<file path="config.mk">
export PLATFORM = sky130hd
export DESIGN_NAME = hex_line_framer_crc32
export DESIGN_NICKNAME = d
export VERILOG_FILES = /design/src/sv/hlf_pkg.sv /design/src/sv/hlf_front.sv /design/src/sv/hlf_queue.sv /design/src/sv/hlf_back.sv /design/src/sv/hex_line_framer_crc32.sv
export SDC_FILE = /design/constraint.sdc
export NUM_CORES = 1
export LEC_CHECK = 0
export BUFFER_PORTS_ARGS = -buffer_cell sky130_fd_sc_hd__buf_2
export CAP_MARGIN = 20
export CORE_UTILIZATION = 60
export DETAILED_ROUTE_END_ITERATION = 8
export PLACE_DENSITY = 0.77
export SLEW_MARGIN = 25
export SYNTH_ARGS = -nofsm -noshare
export SYNTH_HDL_FRONTEND = slang
export SYNTH_HIERARCHICAL = 1
export SYNTH_SLANG_ARGS = --single-unit
</file>
<file path="constraint.sdc">
create_clock -name clk -period 4.9 [get_ports clk]
set_clock_uncertainty 0.2 [all_clocks]
set_input_delay 1.225 -clock clk [delete_from_list [all_inputs] [get_ports clk]]
set_output_delay 1.225 -clock clk [all_outputs]
set_load 0.02 [all_outputs]
</file>
<file path="src/sv/hlf_pkg.sv">
// shared types, character constants and helper functions for the hex line framer
`timescale 1ns / 1ps
package hlf_pkg;

  localparam logic [31:0] CRC_POLY = 32'hedb88320;
  localparam logic [31:0] CRC_INIT = 32'hffffffff;

  // character positions within one queued beat
  localparam logic [3:0] POS_PREFIX = 4'd0;
  localparam logic [3:0] POS_HI     = 4'd4;
  localparam logic [3:0] POS_LO     = 4'd5;
  localparam logic [3:0] POS_COLON  = 4'd6;
  localparam logic [3:0] POS_CRC    = 4'd7;
  localparam logic [3:0] POS_NL     = 4'd15;

  localparam logic [6:0] CH_COLON   = 7'h3a;
  localparam logic [6:0] CH_NEWLINE = 7'h0a;
  localparam logic [6:0] CH_ZERO    = 7'h30;
  localparam logic [6:0] CH_A       = 7'h61;

  localparam logic [6:0] PREFIX [4] = '{7'h4d, 7'h43, 7'h32, 7'h3a};

  typedef struct packed {
    logic [7:0]  data_byte;
    logic        first;
    logic        last;
    logic [31:0] crc_out;
  } hlf_entry_t;

  function automatic logic [31:0] crc_fold(input logic [31:0] crc_in, input logic [7:0] b);
    logic [31:0] c;
    c = crc_in ^ {24'd0, b};
    for (int k = 0; k < 8; k++) begin
      c = c[0] ? ((c >> 1) ^ CRC_POLY) : (c >> 1);
    end
    return c;
  endfunction

  function automatic logic [6:0] hex_char(input logic [3:0] n);
    logic [6:0] ch;
    if (n < 4'd10) ch = CH_ZERO + {3'd0, n};
    else ch = CH_A + {3'd0, n} - 7'd10;
    return ch;
  endfunction

  function automatic logic [6:0] char_at(input logic [3:0] pos, input hlf_entry_t e);
    logic [6:0] ch;
    logic [3:0] nib_from_nl;
    logic [2:0] nib;
    nib_from_nl = POS_NL - 4'd1 - pos;
    nib = nib_from_nl[2:0];
    if (pos < POS_HI) ch = PREFIX[pos[1:0]];
    else if (pos == POS_HI) ch = hex_char(e.data_byte[7:4]);
    else if (pos == POS_LO) ch = hex_char(e.data_byte[3:0]);
    else if (pos == POS_COLON) ch = CH_COLON;
    else if (pos < POS_NL) ch = hex_char(e.crc_out[{nib, 2'b00} +: 4]);
    else ch = CH_NEWLINE;
    return ch;
  endfunction

endpackage

</file>
<file path="src/sv/hlf_front.sv">
// front end: line tracking and crc folding for each accepted byte
`timescale 1ns / 1ps
module hlf_front (
  input  logic               clk,
  input  logic               rst_n,
  input  logic               in_valid,
  output logic               in_ready,
  input  logic [7:0]         in_data_byte,
  input  logic               in_line_end,
  input  logic               q_full,
  output logic               q_push,
  output hlf_pkg::hlf_entry_t q_entry
);

  logic        inside_r, inside_nxt;
  logic [31:0] crc_r, crc_nxt;
  logic [31:0] crc_start, crc_fold_val;

  assign in_ready = !q_full;
  assign q_push   = in_valid && in_ready;

  always_comb begin
    crc_start    = inside_r ? crc_r : hlf_pkg::CRC_INIT;
    crc_fold_val = hlf_pkg::crc_fold(crc_start, in_data_byte);
    q_entry.data_byte = in_data_byte;
    q_entry.first     = !inside_r;
    q_entry.last      = in_line_end;
    q_entry.crc_out   = ~crc_fold_val;
    inside_nxt = inside_r;
    crc_nxt    = crc_r;
    if (q_push) begin
      inside_nxt = !in_line_end;
      crc_nxt    = in_line_end ? hlf_pkg::CRC_INIT : crc_fold_val;
    end
  end

  always_ff @(posedge clk) begin
    if (!rst_n) begin
      inside_r <= 1'b0;
      crc_r    <= hlf_pkg::CRC_INIT;
    end else begin
      inside_r <= inside_nxt;
      crc_r    <= crc_nxt;
    end
  end

endmodule

</file>
<file path="src/sv/hlf_queue.sv">
// short fifo of classified beats between front and back
`timescale 1ns / 1ps
module hlf_queue #(
  parameter int DEPTH = 4
) (
  input  logic                      clk,
  input  logic                      rst_n,
  input  logic                      push,
  input  hlf_pkg::hlf_entry_t       push_entry,
  input  logic                      pop,
  output hlf_pkg::hlf_entry_t       head,
  output logic                      full,
  output logic                      empty,
  output logic [$clog2(DEPTH+1)-1:0] count
);

  localparam int PW = (DEPTH > 1) ? $clog2(DEPTH) : 1;
  localparam int CW = $clog2(DEPTH + 1);
  localparam logic [PW-1:0] LAST_IDX = PW'(DEPTH - 1);

  hlf_pkg::hlf_entry_t mem [DEPTH];
  logic [PW-1:0] wr_ptr_r, wr_ptr_nxt, rd_ptr_r, rd_ptr_nxt;
  logic [CW-1:0] count_r, count_nxt;

  assign full  = (count_r == CW'(DEPTH));
  assign empty = (count_r == '0);
  assign count = count_r;
  assign head  = mem[rd_ptr_r];

  always_comb begin
    wr_ptr_nxt = wr_ptr_r;
    rd_ptr_nxt = rd_ptr_r;
    count_nxt  = count_r;
    if (push) wr_ptr_nxt = (wr_ptr_r == LAST_IDX) ? '0 : wr_ptr_r + PW'(1);
    if (pop)  rd_ptr_nxt = (rd_ptr_r == LAST_IDX) ? '0 : rd_ptr_r + PW'(1);
    if (push && !pop) count_nxt = count_r + CW'(1);
    else if (pop && !push) count_nxt = count_r - CW'(1);
  end

  always_ff @(posedge clk) begin
    if (push) mem[wr_ptr_r] <= push_entry;
  end

  always_ff @(posedge clk) begin
    if (!rst_n) begin
      wr_ptr_r <= '0;
      rd_ptr_r <= '0;
      count_r  <= '0;
    end else begin
      wr_ptr_r <= wr_ptr_nxt;
      rd_ptr_r <= rd_ptr_nxt;
      count_r  <= count_nxt;
    end
  end

endmodule

</file>
<file path="src/sv/hlf_back.sv">
// back end: walks the characters of the head beat into the output register
`timescale 1ns / 1ps
module hlf_back (
  input  logic                clk,
  input  logic                rst_n,
  input  hlf_pkg::hlf_entry_t head,
  input  logic                q_empty,
  output logic                q_pop,
  output logic                out_valid,
  input  logic                out_ready,
  output logic [6:0]          out_character,
  output logic                out_run_last
);

  logic       mid_r, mid_nxt;
  logic [3:0] pos_r, pos_nxt;
  logic       out_valid_r, out_valid_nxt;
  logic [6:0] char_r, char_nxt;
  logic       last_r, last_nxt;
  logic [3:0] cur_pos, end_pos;
  logic       advance, emit, at_end;

  always_comb begin
    cur_pos = mid_r ? pos_r : (head.first ? hlf_pkg::POS_PREFIX : hlf_pkg::POS_HI);
    end_pos = head.last ? hlf_pkg::POS_NL : hlf_pkg::POS_LO;
    at_end  = (cur_pos == end_pos);
    advance = !out_valid_r || out_ready;
    emit    = advance && !q_empty;
    q_pop   = emit && at_end;

    mid_nxt       = mid_r;
    pos_nxt       = pos_r;
    out_valid_nxt = out_valid_r;
    char_nxt      = char_r;
    last_nxt      = last_r;
    if (advance) out_valid_nxt = !q_empty;
    if (emit) begin
      char_nxt = hlf_pkg::char_at(cur_pos, head);
      last_nxt = at_end;
      mid_nxt  = !at_end;
      pos_nxt  = cur_pos + 4'd1;
    end
  end

  always_ff @(posedge clk) begin
    if (!rst_n) begin
      mid_r       <= 1'b0;
      out_valid_r <= 1'b0;
    end else begin
      mid_r       <= mid_nxt;
      out_valid_r <= out_valid_nxt;
    end
  end

  always_ff @(posedge clk) begin
    pos_r  <= pos_nxt;
    char_r <= char_nxt;
    last_r <= last_nxt;
  end

  assign out_valid     = out_valid_r;
  assign out_character = char_r;
  assign out_run_last  = last_r;

endmodule

</file>
<file path="src/sv/hex_line_framer_crc32.sv">
// top level of the hex line framer with crc-32 trailer
`timescale 1ns / 1ps
// usage:
//   input channel (in_valid/in_ready) takes one record byte per beat with
//   in_line_end marking the last byte of a line.
//   output channel (out_valid/out_ready) gives one ascii character per beat;
//   out_run_last flags the last character caused by an input byte.
//   a line reads "MC2:" + two hex digits per byte + ":" + eight hex digits of
//   the inverted reflected crc-32 + newline.
// a byte is classified and crc-folded in the cycle it is accepted, then
//   passes through the queue and the output character register before its
//   first character appears.
// throughput: while out_ready is high the back end emits one character per
//   cycle, so a byte gives 2 characters (middle), 6 (line start), 12 (line
//   end) or 16 (one-byte line); the output character register sets that pace.
// the queue of QUEUE_DEPTH beats lets the front keep accepting while the
//   back is still spelling out an earlier byte.
// reset: synchronous active low; queue empties, output goes invalid, the
//   next byte starts a new line with a fresh crc.
// stall: when out_ready is low the character holds, the queue fills and
//   in_ready drops once it is full.
module hex_line_framer_crc32 #(
  parameter int QUEUE_DEPTH = 4
) (
  input  logic       clk,
  input  logic       rst_n,
  input  logic       in_valid,
  output logic       in_ready,
  input  logic [7:0] in_data_byte,
  input  logic       in_line_end,
  output logic       out_valid,
  input  logic       out_ready,
  output logic [6:0] out_character,
  output logic       out_run_last
);

  localparam int CW = $clog2(QUEUE_DEPTH + 1);

  hlf_pkg::hlf_entry_t push_entry, head;
  logic                q_push, q_pop, q_full, q_empty;
  logic [CW-1:0]       q_count;

  // front: line state and crc per byte
  hlf_front u_front (
    .clk          (clk),
    .rst_n        (rst_n),
    .in_valid     (in_valid),
    .in_ready     (in_ready),
    .in_data_byte (in_data_byte),
    .in_line_end  (in_line_end),
    .q_full       (q_full),
    .q_push       (q_push),
    .q_entry      (push_entry)
  );

  // decoupling queue
  hlf_queue #(
    .DEPTH (QUEUE_DEPTH)
  ) u_queue (
    .clk        (clk),
    .rst_n      (rst_n),
    .push       (q_push),
    .push_entry (push_entry),
    .pop        (q_pop),
    .head       (head),
    .full       (q_full),
    .empty      (q_empty),
    .count      (q_count)
  );

  // back: character sequencer and output register
  hlf_back u_back (
    .clk           (clk),
    .rst_n         (rst_n),
    .head          (head),
    .q_empty       (q_empty),
    .q_pop         (q_pop),
    .out_valid     (out_valid),
    .out_ready     (out_ready),
    .out_character (out_character),
    .out_run_last  (out_run_last)
  );

  // queue never overfills
  a_count_bound: assert property (@(posedge clk) disable iff (!rst_n)
    q_count <= CW'(QUEUE_DEPTH))
    else $error("queue count above depth");

  // back never pops an empty queue
  a_no_underflow: assert property (@(posedge clk) disable iff (!rst_n)
    q_pop |-> !q_empty)
    else $error("pop from empty queue");

  // a lone push grows the fill level by one
  a_push_count: assert property (@(posedge clk) disable iff (!rst_n)
    (q_push && !q_pop) |=> (q_count == $past(q_count) + CW'(1)))
    else $error("queue count did not follow push");

  // a popped beat always ends with a flagged character
  a_pop_last: assert property (@(posedge clk) disable iff (!rst_n)
    q_pop |=> (out_valid && out_run_last))
    else $error("beat retired without last flag");

endmodule
</file>
* Yosys cells after proc, flatten, opt, wreduce, memory -nomap -nowiden *
Memory sizes are Yosys's and may differ from the RTL's. A register that Yosys moved wholly into a read port is not among the register bits.
Cells that the tools add are included.

storage, ports and cells
  flip-flop bits (word level) = 54
  RAM bits = 168
  input bits = 13
  output and inout bits = 10
  logic and storage cells = 99
  memories kept = 1

memories
  name         words  width  read ports  clocked after memory_dff  wr ports  RTL line         RTL
  u_queue.mem  4      42     1           1                         1         hlf_queue.sv:21  hlf_pkg::hlf_entry_t mem [DEPTH];

operators by class
  $add $sub $neg = 15
  order comparisons = 6
  equal/unequal tests = 7
  shifts and indexed selects = 1
  mux-type cells = 32
  bitwise gates (word level) = 11
  reduce and logical (&&, ||, !) cells = 16

operator list
  kind                 count
  $mux 32              10
  $not 13->14          8
  $mux 7               10
  $not 32->32          1
  $shiftx 32x6->4      1
  $xor 32x8->32        1
  $add 6x4->7 const A  3
  $add 6x5->7 const A  3
  $sub 7x4->7 const B  3
  $lt 4x4->1 const B   4
  $bmux 7 s2           1
  $eq 4x3->1 const B   3
  $mux 3               3
  $logic_not 1->1      8
  $mux 2               4
  $mux 4               2
  $logic_and 1x1->1    5
  $add 2x1->2 const B  2
  $add 4x1->4 const B  1
  $eq 2x2->1 const B   2
  $eq 4x4->1           1
  $lt 4x3->1 const B   1
  $add 3x1->3 const B  1
  $eq 3x3->1 const B   1
  8 further kinds      9

* Depth between registers and ports, before layout *
  word-level depth = 19
  depth in mapped cells = 15
  mapped depth without buffers = 12

* Cells and area by module *
The synthesis kept the hierarchy.

by module, submodules not included
  module     times used  cells each  area an instance (µm²)  seq. area each (µm²)
  hlf_queue  1           264         6571.3                  5225.0
  hlf_front  1           346         2882.8                  660.6
  hlf_back   1           183         1560.2                  400.4

* Worst setup path after synthesis *
No wires, ideal clock.

  path type = input port to flip-flop
  start point = input in_valid
  end point = memory u_queue/mem[0][0] (netlist bit), enable pin
  setup time = 0.403 ns
  arrival = 3.384 ns
  data required time = 4.297 ns
  path slack = 0.912 ns
  stages on the path = 5
  buffers on the path = 3
  cell sequence = nor2b_1 > clkbuf_1 > clkbuf_1 > buf_1 > and2_1

on the way
  word-level cells in the longest chain between the ends = 3

RTL lines
  item                          RTL line                     RTL
  start: declaration            hex_line_framer_crc32.sv:27  input logic in_valid,
  $logic_and 1x1->1             hlf_front.sv:20              assign q_push = in_valid && in_ready;
  net q_push                    hex_line_framer_crc32.sv:40  logic q_push, q_pop, q_full, q_empty;
  $mux 1                        hlf_queue.sv:41              if (push) mem[wr_ptr_r] <= push_entry;
  $mux 1 (not written as such)  hlf_queue.sv:41
  end: declaration              hlf_queue.sv:21

The timed path passes the listed nets, and every way through them passes these cells.

* Worst setup path in the final report *
  start point = register u_back.mid_r
  end point = register u_back.char_r[4], in the netlist u_back/out_character[4] (data pin)

on the way
  word-level cells in the longest chain between the ends = 11
  elaborated cells between the ends (all ways) = 22
  classes of those cells = 4 x add/sub; 3 x order compare; 3 x eq/ne; 1 x shift; 10 x mux; 1 x bitwise

RTL lines
  item                      RTL line        RTL
  start: declaration        hlf_back.sv:15  logic mid_r, mid_nxt;
  start signal: assignment  hlf_back.sv:50  mid_r <= mid_nxt;
  $mux 4 (*)                hlf_back.sv:24  cur_pos = mid_r ? pos_r : (head.first ? hlf_pkg::POS_PREFIX : hlf_pkg::POS_HI);
  $sub 3x3->3               hlf_pkg.sv:50   nib_from_nl = POS_NL - 4'd1 - pos;
  $shiftx 32x6->4           hlf_pkg.sv:56   else if (pos < POS_NL) ch = hex_char(e.crc_out[{nib, 2'b00} +: 4]);
  $add 6x5->7               hlf_pkg.sv:42   else ch = CH_A + {3'd0, n} - 7'd10;
  $sub 7x4->7               hlf_pkg.sv:42
  $mux 7                    hlf_pkg.sv:41   if (n < 4'd10) ch = CH_ZERO + {3'd0, n};
  $mux 7                    hlf_pkg.sv:56
  $mux 7                    hlf_pkg.sv:55   else if (pos == POS_COLON) ch = CH_COLON;
  $mux 7                    hlf_pkg.sv:54   else if (pos == POS_LO) ch = hex_char(e.data_byte[3:0]);
  $mux 7                    hlf_pkg.sv:53   else if (pos == POS_HI) ch = hex_char(e.data_byte[7:4]);
  $mux 7 (*)                hlf_pkg.sv:52   if (pos < POS_HI) ch = PREFIX[pos[1:0]];
  end signal: assignment    hlf_back.sv:57  char_r <= char_nxt;
  end: declaration          hlf_back.sv:18  logic [6:0] char_r, char_nxt;

Mark *: on every way between the ends. The rest lies on a longest branch, timed or not. The select of a mux whose other input is x is not followed.
A chain may end at the register's enable or synchronous reset.

==> run_results.csv <==
group,metric,value,unit
timing,finalHoldViolCount,0,
power,power,6.251,mW
timing,slew_viol_final,0,
timing,setup_viol,0,
worst_hold_path,hp-class,"reg -> reg",
clock_tree,cts_root_buf,"clkbuf_16",
route,drt-met1-wl,9.291,mm
placed_design,dpl_cell_area,11140,um2
run,drv_cap,0,
critical_path,arrival,3.89,ns
timing,worst_slew_pin_slew,0.7771,ns
route,wl_met2,12.32,mm
critical_path,worstPathRequired,5.07,ns
clock_tree,clk_pin_slew_worst_paths,0.06,ns
placed_design,place_ws,1.206,ns
route,wl_met3,1.851,mm
critical_path,worstSetupPathType,"reg -> reg",
timing,period_share,75.89,%
timing,tns,0,ns
global_route,antenna_found_initial,0,
critical_path,startpoint,"u_back/mid_r",
clock_tree,htree_levels,1,
clock_tree,cts_buffer_depth,3,
timing,fin_crit,3.719,ns
clock_tree,postCtsSetupBuffers,0,
route,routed.top_layer,"met4",
timing,slew_headroom,48.20,%
global_route,grt-ovfl-total,0,
route,drtPass1Iterations,5,
final_layout,final_cell_area,11920,um2
floorplan,design.core.area,17960,um2
global_route,grt_pass1_vias,6390,
logic_synthesis,synth_edf_count,180,
route,routedWlPerCell,23.09,um
global_route,grt_max_degree,54,
critical_path,reg2reg_from,"u_back/mid_r",
global_route,grt_use_total,26.39,%
route,ant_nets,0,
floorplan,rows,49,
critical_path,cp_slowest_cell,"dfxtp_1",
power,ir_worst_vdd,0.3255,mV
critical_path,start_kind,"flop",
route,drc,0,
critical_path,endpoint_kind,"flop",
critical_path,critPathMaxFanout,17,
clock_tree,clock_latency,0.51,ns
timing,max_freq,268.9,MHz
critical_path,max_stage_delay,0.66,ns
clock_tree,holdBufCountCts,0,
floorplan,die-area,18900,um2
worst_hold_path,holdCritStartpoint,"u_front/crc_r[30]",
placed_design,dp_hpwl,16.49,mm
final_layout,final_layout_size_suffix_gt1_share,19.07,%
logic_synthesis,synth-seq-area-share,57.07,%
final_layout,area_growth,8.258,%
placed_design,gp_congestion,0.8645,
logic_synthesis,synth_seq_cells,224,
logic_synthesis,yosys.cell_types.count,73,
critical_path,crit_chain,"and2_4, inv_4, ha_1, mux2_1, o211ai_1, nand2_1, inv_1, ha_1, a21oi_1, o311ai_1, a21bo_1",
route,drt_iter0_markers,528,
route,totalWireLength,24.06,mm
route,routed_via_density,6.242,
floorplan,die_w,137.5,um
logic_synthesis,ys.flop_type,"edfxtp_1",
critical_path,r2r_slack,1.18,ns
route,vias,6504,
power,pwr_density_cell,524.2,nW/um2
timing,fin_hold_ws,0.3015,ns
timing,setup_ws,1.181,ns
logic_synthesis,synthArstFlopShare,0,%
placed_design,portBuffers,22,
final_layout,layout.nets,821,
logic_synthesis,netlist_area,11010,um2
clock_tree,cts_tree,"yes",
floorplan,start_util,61.32,%
clock_tree,post_cts_resized,0,
outcome,status,"finished clean",
floorplan,die_h,137.5,um
logic_synthesis,syn-num-nets,817,
floorplan,ios,23,
logic_synthesis,ys_warn_count,6,
clock_tree,cts_sinks,224,
logic_synthesis,syn_avg_cell_area,13.89,um2
final_layout,layout_common_cells,"edfxtp_1 (180), nor2_1 (68), xnor2_1 (61)",
final_layout,layout_commonest_cell,"edfxtp_1",
power,p_leak,4.105,nW
clock_tree,cts_buffers,23,
global_route,grt_first_pass_wirelength,36.13,mm
critical_path,crit_top_cell,"ha_1",
logic_synthesis,synthCells,793,
final_layout,diodes,0,
timing,rsz0062_at_grt,"false",
cell type report:
cell class                 instances  area (um2)
tap                              229       286.5
inverter                          30       115.1
sequential                       224        6289
clock buffer                      27       590.6
fill                            1229        6040
multi-input combinational        482        4230
timing repair buffer              36       215.2
clock inverter                    14       197.7
final timing paths:
| kind | endpoint | cells past startpoint |
|---|---|---|
| worst min register to register | u_front/crc_r[30] | 2 |
| worst max-delay path | u_back/out_character[4] | 11 |
| worst min-delay path | u_front/crc_r[30] | 2 |
| worst max register to register | u_back/out_character[4] | 11 |
layer usage:
layer,GRT usage (%),vias to the layer above
li1,-,2923
met1,34.80,3232
met2,44.72,303
met3,4.084,46
met4,8.852,0
met5,0,-
where the power goes:
group / leakage (nW) / switching (mW) / internal, mW
Combinational: 1.71 / 1.10 / 0.714
Clock: 0.375 / 0.704 / 1.12
Sequential: 2.01 / 0.171 / 2.44
Total: 4.10 / 1.97 / 4.28
registers in the layout (all words and copies together), names as in the netlist, 2 cells and up, named ones only:
name                  cells
u_back/out_character      7
u_back/pos_r              4
u_front/crc_r            32
u_queue/count             3
u_queue/mem             168
u_queue/rd_ptr_r          2
u_queue/wr_ptr_r          2
critical path: cells and delay by family, from the launching register on:
kind	cells	cell delay, ns
AO/OA/AOI/OAI	4	0.81
flip-flops	1	0.66
buffers and inverters	2	0.17
multiplexers	1	0.37
AND/OR/NAND/NOR	2	0.56
adder cells (fa/ha/maj)	2	0.83
Yosys cell counts (15+ instances only):
cell type,instances,share of area [%]
xnor3_1,15,3.1
nor2b_1,15,0.85
mux4_2,42,8.6
o21ai_0,23,1.0
xor2_1,17,1.4
edfxtp_1,180,49
mux2i_1,15,1.4
inv_1,26,0.89
a21oi_1,21,0.95
xnor2_1,61,4.9
nand2b_1,17,0.97
nor2_1,68,2.3
buf_2,19,0.86
nand2_1,45,1.5
dfxtp_1,44,8.0
per-stage QoR:
stage / util [%] / std cells
after floorplan: - / 793
after global placement: 61.99 / 1001
after detailed placement: 61.99 / 1001
after CTS: 66.38 / 1042
after global routing: 66.38 / 1042
final: 66.38 / 1042
logic make-up (layout without fill, tap and decap cells):
logic type | after synthesis | count (layout) | synth area share, %
adder cells (fa/ha/maj) | 11 | 11 | 1.318
AO/OA/AOI/OAI | 119 | 119 | 7.702
buffers and inverters | 87 | 107 | 4.635
multiplexers | 62 | 62 | 10.77
flip-flops | 224 | 224 | 57.07
XOR/XNOR | 99 | 99 | 10.33
AND/OR/NAND/NOR | 191 | 191 | 8.179
Note: power is estimated with default switching activity, not from simulation.
